$ cat src/chm_pkg.sv
// Shared constants, types and control structures of the chained hash map.
`default_nettype none

package chm_pkg;

   // Table geometry.
   localparam int BUCKETS = 64;
   localparam int ENTRIES = 128;

   // Field widths of a request and a response.
   localparam int KEY_W = 32;
   localparam int VAL_W = 32;

   // Derived index and counter widths.
   localparam int BKT_W  = (BUCKETS > 1) ? $clog2(BUCKETS) : 1;
   localparam int SLOT_W = (ENTRIES > 1) ? $clog2(ENTRIES) : 1;
   localparam int CNT_W  = $clog2(ENTRIES + 1);

   // Bucket selection: a mask for a power-of-two count, else a remainder unit.
   localparam bit BKT_POW2    = ((BUCKETS & (BUCKETS - 1)) == 0);
   localparam int HASH_BITS   = 8;
   localparam int HASH_STEPS  = KEY_W / HASH_BITS;
   localparam int HSTEP_W     = (HASH_STEPS > 1) ? $clog2(HASH_STEPS) : 1;

   // Request command codes; the unused code behaves as a lookup.
   localparam logic [1:0] CMD_LOOKUP  = 2'd0;
   localparam logic [1:0] CMD_ADD     = 2'd1;
   localparam logic [1:0] CMD_REWRITE = 2'd2;

   // Response status codes.
   localparam logic STATUS_OK   = 1'b0;
   localparam logic STATUS_FULL = 1'b1;

   typedef logic [KEY_W-1:0]        key_type;
   typedef logic signed [VAL_W-1:0] val_type;
   typedef logic [BKT_W-1:0]        bkt_type;
   typedef logic [SLOT_W-1:0]       slot_type;
   typedef logic [CNT_W-1:0]        cnt_type;

   localparam key_type         BKT_MASK = key_type'(BUCKETS - 1);
   localparam logic [BKT_W:0]  BKT_MOD  = (BKT_W + 1)'(BUCKETS);
   localparam cnt_type         CNT_FULL = cnt_type'(ENTRIES);

   // Chain pointer: a slot index qualified by a valid bit.
   typedef struct packed {
      logic     valid;
      slot_type slot;
   } ptr_type;

   // Commands from the controller to the datapath.
   typedef struct packed {
      logic load;
      logic head_read;
      logic entry_read_head;
      logic entry_read_link;
      logic commit;
      logic hit;
   } chm_cmd_type;

   // Status from the datapath to the controller.
   typedef struct packed {
      logic hash_done;
      logic head_valid;
      logic key_match;
      logic link_valid;
   } chm_stat_type;

endpackage

`default_nettype wire

$ cat src/chm_controller.sv
// Controller of the chained hash map: sequences hash, head read, chain walk and commit.
`default_nettype none

module chm_controller (
   input  logic                  clock,
   input  logic                  reset,
   input  logic                  req_valid,
   output logic                  req_ready,
   output logic                  rsp_valid,
   input  logic                  rsp_ready,
   input  chm_pkg::chm_stat_type stat,
   output chm_pkg::chm_cmd_type  ctl
);
   import chm_pkg::*;

   typedef enum logic [2:0] {
      ST_IDLE,
      ST_HASH,
      ST_HEAD_CHK,
      ST_ENTRY_CMP,
      ST_COMMIT,
      ST_RESP
   } state_type;

   state_type state_ff;
   state_type state_in;
   logic      hit_ff;
   logic      hit_in;

   // Next state, hit flag and datapath commands.
   always_comb begin
      state_in = state_ff;
      hit_in   = hit_ff;
      ctl      = '0;
      ctl.hit  = hit_ff;
      case (state_ff)
         ST_IDLE: begin
            if (req_valid) begin
               ctl.load = 1'b1;
               state_in = ST_HASH;
            end
         end
         ST_HASH: begin
            if (stat.hash_done) begin
               ctl.head_read = 1'b1;
               state_in      = ST_HEAD_CHK;
            end
         end
         ST_HEAD_CHK: begin
            if (stat.head_valid) begin
               ctl.entry_read_head = 1'b1;
               state_in            = ST_ENTRY_CMP;
            end else begin
               hit_in   = 1'b0;
               state_in = ST_COMMIT;
            end
         end
         ST_ENTRY_CMP: begin
            // A match ends the walk; otherwise follow the link or stop at chain end.
            if (stat.key_match) begin
               hit_in   = 1'b1;
               state_in = ST_COMMIT;
            end else if (stat.link_valid) begin
               ctl.entry_read_link = 1'b1;
            end else begin
               hit_in   = 1'b0;
               state_in = ST_COMMIT;
            end
         end
         ST_COMMIT: begin
            ctl.commit = 1'b1;
            state_in   = ST_RESP;
         end
         ST_RESP: begin
            if (rsp_ready) begin
               state_in = ST_IDLE;
            end
         end
         default: begin
            state_in = ST_IDLE;
         end
      endcase
   end

   // State and hit flag.
   always_ff @(posedge clock) begin
      if (reset) begin
         state_ff <= ST_IDLE;
         hit_ff   <= 1'b0;
      end else begin
         state_ff <= state_in;
         hit_ff   <= hit_in;
      end
   end

   assign req_ready = (state_ff == ST_IDLE);
   assign rsp_valid = (state_ff == ST_RESP);

endmodule

`default_nettype wire

$ cat config.mk
export PLATFORM = sky130hd
export DESIGN_NAME = chm_controller
export DESIGN_NICKNAME = d
export VERILOG_FILES = /design/src/chm_pkg.sv /design/src/chm_controller.sv
export SDC_FILE = /design/constraint.sdc
export NUM_CORES = 1
export LEC_CHECK = 0
export BUFFER_PORTS_ARGS = -buffer_cell sky130_fd_sc_hd__buf_2
export CORE_AREA = 2 2 39 41
export CTS_CLUSTER_DIAMETER = 150
export CTS_CLUSTER_SIZE = 20
export DETAILED_ROUTE_END_ITERATION = 7
export DIE_AREA = 0 0 41 43
export GPL_TIMING_DRIVEN = 1
export MAX_ROUTING_LAYER = met4
export PLACE_DENSITY = 0.55
export SKIP_CTS_REPAIR_TIMING = 1
export SYNTH_ARGS = -nofsm -noshare
export SYNTH_HDL_FRONTEND = slang
export SYNTH_SLANG_ARGS = --single-unit
export TNS_END_PERCENT = 10
$ cat constraint.sdc
create_clock -name clock -period 1.93 [get_ports clock]
set_input_delay 0.386 -clock clock [delete_from_list [all_inputs] [get_ports clock]]
set_output_delay 0.386 -clock clock [all_outputs]
set_load 0.03 [all_outputs]
### Yosys cells after proc, flatten, opt, wreduce, memory -nomap -nowiden

Index checks and enable logic that the tools add are counted.
W data, S select, Z words.

* output and inout bits: 8
* flip-flop bits (word level): 4
* logic and storage cells: 37

* reduce and logical (&&, ||, !) cells: 4
* equal/unequal tests: 10
* mux-type cells: 21

Operator list (count)
* $mux W3: 6
* $pmux W3 S6: 1
* $mux W1: 13
* $eq A3 B2 Y1 const B: 2
* $eq A3 B3 Y1 const B: 2
* $ne A2 B2 Y1 const B: 3
* $reduce_and A4 Y1: 1
* $eq A3 B1 Y1 const B: 1
* $logic_not A3 Y1: 1
* $ne A3 B3 Y1 const B: 1
* $reduce_and A3 Y1: 1
* $ne A2 B1 Y1 const B: 1
* $pmux W1 S2: 1
* $reduce_bool A2 Y1: 1

### Longest topological paths before layout

* word-level depth: 3
* gate-level depth with buffers: 5

### Least setup slack after synthesis

OpenSTA, ideal clock, no wires.

* path type: flip-flop to output port
* start: register state_ff[0]
* end: output port ctl[2] (netlist name)
* setup slack: 0.044 ns
* cell stages (with the launch flop): 4
* arrival time: 1.500 ns
* path through: dfxtp_1 buf_6 inv_2 nor4_1

RTL lines
* from (decl): RTL line chm_controller.sv:25 `state_type state_ff;`
* from (signal assigned): RTL line chm_controller.sv:91 `state_ff <= state_in;`
* to (decl): RTL line chm_controller.sv:12 `output chm_pkg::chm_cmd_type ctl`

==> key figures <==
Status
  • Outcome: completed

Power
  • Power density over cell area: 825 nW/µm²
  • Peak VDD IR: 0.189 mV
  • Leakage: between 0.15 and 0.2 nW

Timing
  • TNS Setup: 0 ps
  • Crit share post-route: 92.8%
  • Fmax: roughly 0.56 GHz
  • Final setup viols: 0
  • RSZ-0062 raised after global routing: no
  • WHS: 387 ps
  • Worst slew pin tran: 484 ps
  • Final-report hold violation count: 0
  • Final setup skew: 7.32 ps
  • Max_slew headroom: 67.7%
  • Final min period: 1790 ps
  • Slew Viols, Final: 0

Final layout
  • Fin util: 32.5%
  • Area grow syn2layout: 25.4%
  • Commonest non-fill, non-tap cells in the layout: 15 x buf_2, 4 x nor2_1, 4 x dfxtp_1
  • Layout cells sized above 1: 45.0%
  • ANT cells: 0
  • Most common cell after layout, fill and taps aside: buf_2
  • Nets: 70
  • Final Instance Area: 450 µm²

Global routing
  • GR Util All Layers: 11.9%
  • Largest net degree at the start of global routing: 14
  • Global-route wire length before repair: 1350 µm
  • Grt total ovfl: 0
  • Initial antenna violation count: 0
  • Vias in the first global route: 328

Detailed routing
  • DRT Pass-1 Iters: 4
  • Final wirelength: 901 µm
  • Via count: 368
  • Vias/cell: between 4 and 5
  • Routed wire length per instance: 11.9 µm
  • Residual DRC: 0
  • Final ANT Viol Nets: 0
  • Drt initial violations: 9

Critical path
  • WS Path Type: reg2out
  • Data arrival time of the worst path: 1410 ps
  • Crit Path Max Fanout: 12
  • CP max stage cell: dfxtp_1
  • Reg-to-Reg Start: state_ff[1]
  • Startpoint Class: flip-flop
  • Cells along the critical path: inv_2 -> nor4_1 -> buf_2
  • Max stage delay on crit path: 580 ps
  • Worst setup EP type: primary output
  • FF-to-FF End: state_ff[0]
  • Worst R2R Setup Slack: 560 ps
  • Path depth of the worst reg2reg path: 4
  • Critical path required time: roughly 1500 ps

Min path
  • Worst hold path depth: 2
  • Hold Startpoint: reset
  • WHS Endpoint: hit_ff
  • Hold Crit Class: in2reg

Die
  • Core Region: 1380 µm²
  • Chip height: 43 µm
  • I/O pin total: 16
  • Placement Rows: 14
  • Starting Density: 25.9%
  • Die Width: ~40 µm
  • Die area: 1760 µm²

Clock network
  • Later-pin clock latency in the skew report: 230 ps
  • Clock slew at reported path FFs: 40 ps
  • Clock sinks: 4
  • TritonCTS buffer count: 3
  • Root buf cell: clkbuf_4
  • # H-tree levels: 1
  • Longest Clk Path Bufs: 2
  • CTS tree: done

Synthesis
  • Yosys Warn Count: 0
  • Syn Nets: 53
  • Post-Syn Area per Cell: 7.98 µm²
  • Number of flops mapped to enable cells by yosys: 0
  • Mapped Area: 359 µm²
  • Netlist cell types: 26
  • Asr flop ratio synth: 0%
  • Synth Register Bits: 4
  • Sequential fraction of the synthesis area: 22.3%
  • Top FF cell, synth: dfxtp_1
  • Synth Instances: 45

Placement
  • Area after DPL: 428 µm²
  • Dpl hpwl: 657 µm
  • Final Wtd Congestion: between 0.7 and 0.8
  • Port bufs: 15

Job
  • Max-cap check violation count: 0
## worst max path at each step
stage,startpoint,end,slack (ps)
2_1_floorplan,state_ff[0],ctl[2],40
3_3_place_gp,state_ff[1],ctl[2],390
3_5_place_dp,state_ff[1],ctl[2],390
4_1_cts,state_ff[1],ctl[2],140
5_1_grt,state_ff[1],ctl[4],60
6_report,state_ff[1],ctl[2],140
## routing by layer
layer / global-route usage, % / wire length, µm / vias to the layer above
met5: - / 0 / -
met4: 8.00 / 0 / 0
met3: 1.57 / 46 / 0
met2: 16.9 / 442 / 12
met1: 15.1 / 412 / 162
li1: - / - / 194
## cells in the mapped netlist (all sizes together) (2+ instances only)
master / instances / area share (%)
nor3b: 2 / 4.2
dfxtp: 4 / 22
o21ai: 2 / 2.8
nor2: 4 / 4.2
inv: 3 / 3.1
a21oi: 4 / 6.6
nand2b: 2 / 3.5
nor2b: 2 / 3.5
buf: 4 / 9.4
nand2: 2 / 2.1
nor3: 5 / 9.8
## sequential cells by signal, indices dropped and copies added (netlist names)
signal,count
hit_ff,1
state_ff,3
## kinds of logic (layout without fill, tap and decap cells)
| family | after synthesis | in the layout | synth area share, % |
|---|---|---|---|
| flops | 4 | 4 | 22.3 |
| buf+inv | 7 | 22 | 12.5 |
| compound gates | 12 | 12 | 26.5 |
| simple gates | 22 | 22 | 38.7 |
## power breakdown
group / total [W] / switching, W / internal, W
clock: 0.000102 / 0.0000325 / 0.0000694
sequential: 0.000112 / 0.0000199 / 0.0000924
combinational: 0.000157 / 0.0000985 / 0.0000586
total: 0.000371 / 0.000151 / 0.000220
## critical path: cells and delay by family (launching register included)
kind	cells	cell delay, ps
buf+inv	2	370
flops	1	580
simple gates	1	230
## layout make-up
| cell class | instances | area [µm²] |
|---|---|---|
| tap | 16 | 20.0 |
| clock buffer | 3 | 22.5 |
| timing repair buffer | 16 | 82.6 |
| inverter | 3 | 11.3 |
| fill | 161 | 933 |
| sequential | 4 | 80.1 |
| multi-input combinational | 34 | 234 |
## stage by stage
stage | instances | total power (W) | setup WS (ps)
after global placement | 73 | 0.000270 | 388
after detailed placement | 73 | 0.000271 | 388
after floorplan | 45 | 0.000237 | 43.8
final | 76 | 0.000371 | 139
after CTS | 76 | 0.000375 | 139
after global routing | 76 | 0.000393 | 56.0
Power figures use the tool's default switching activity.
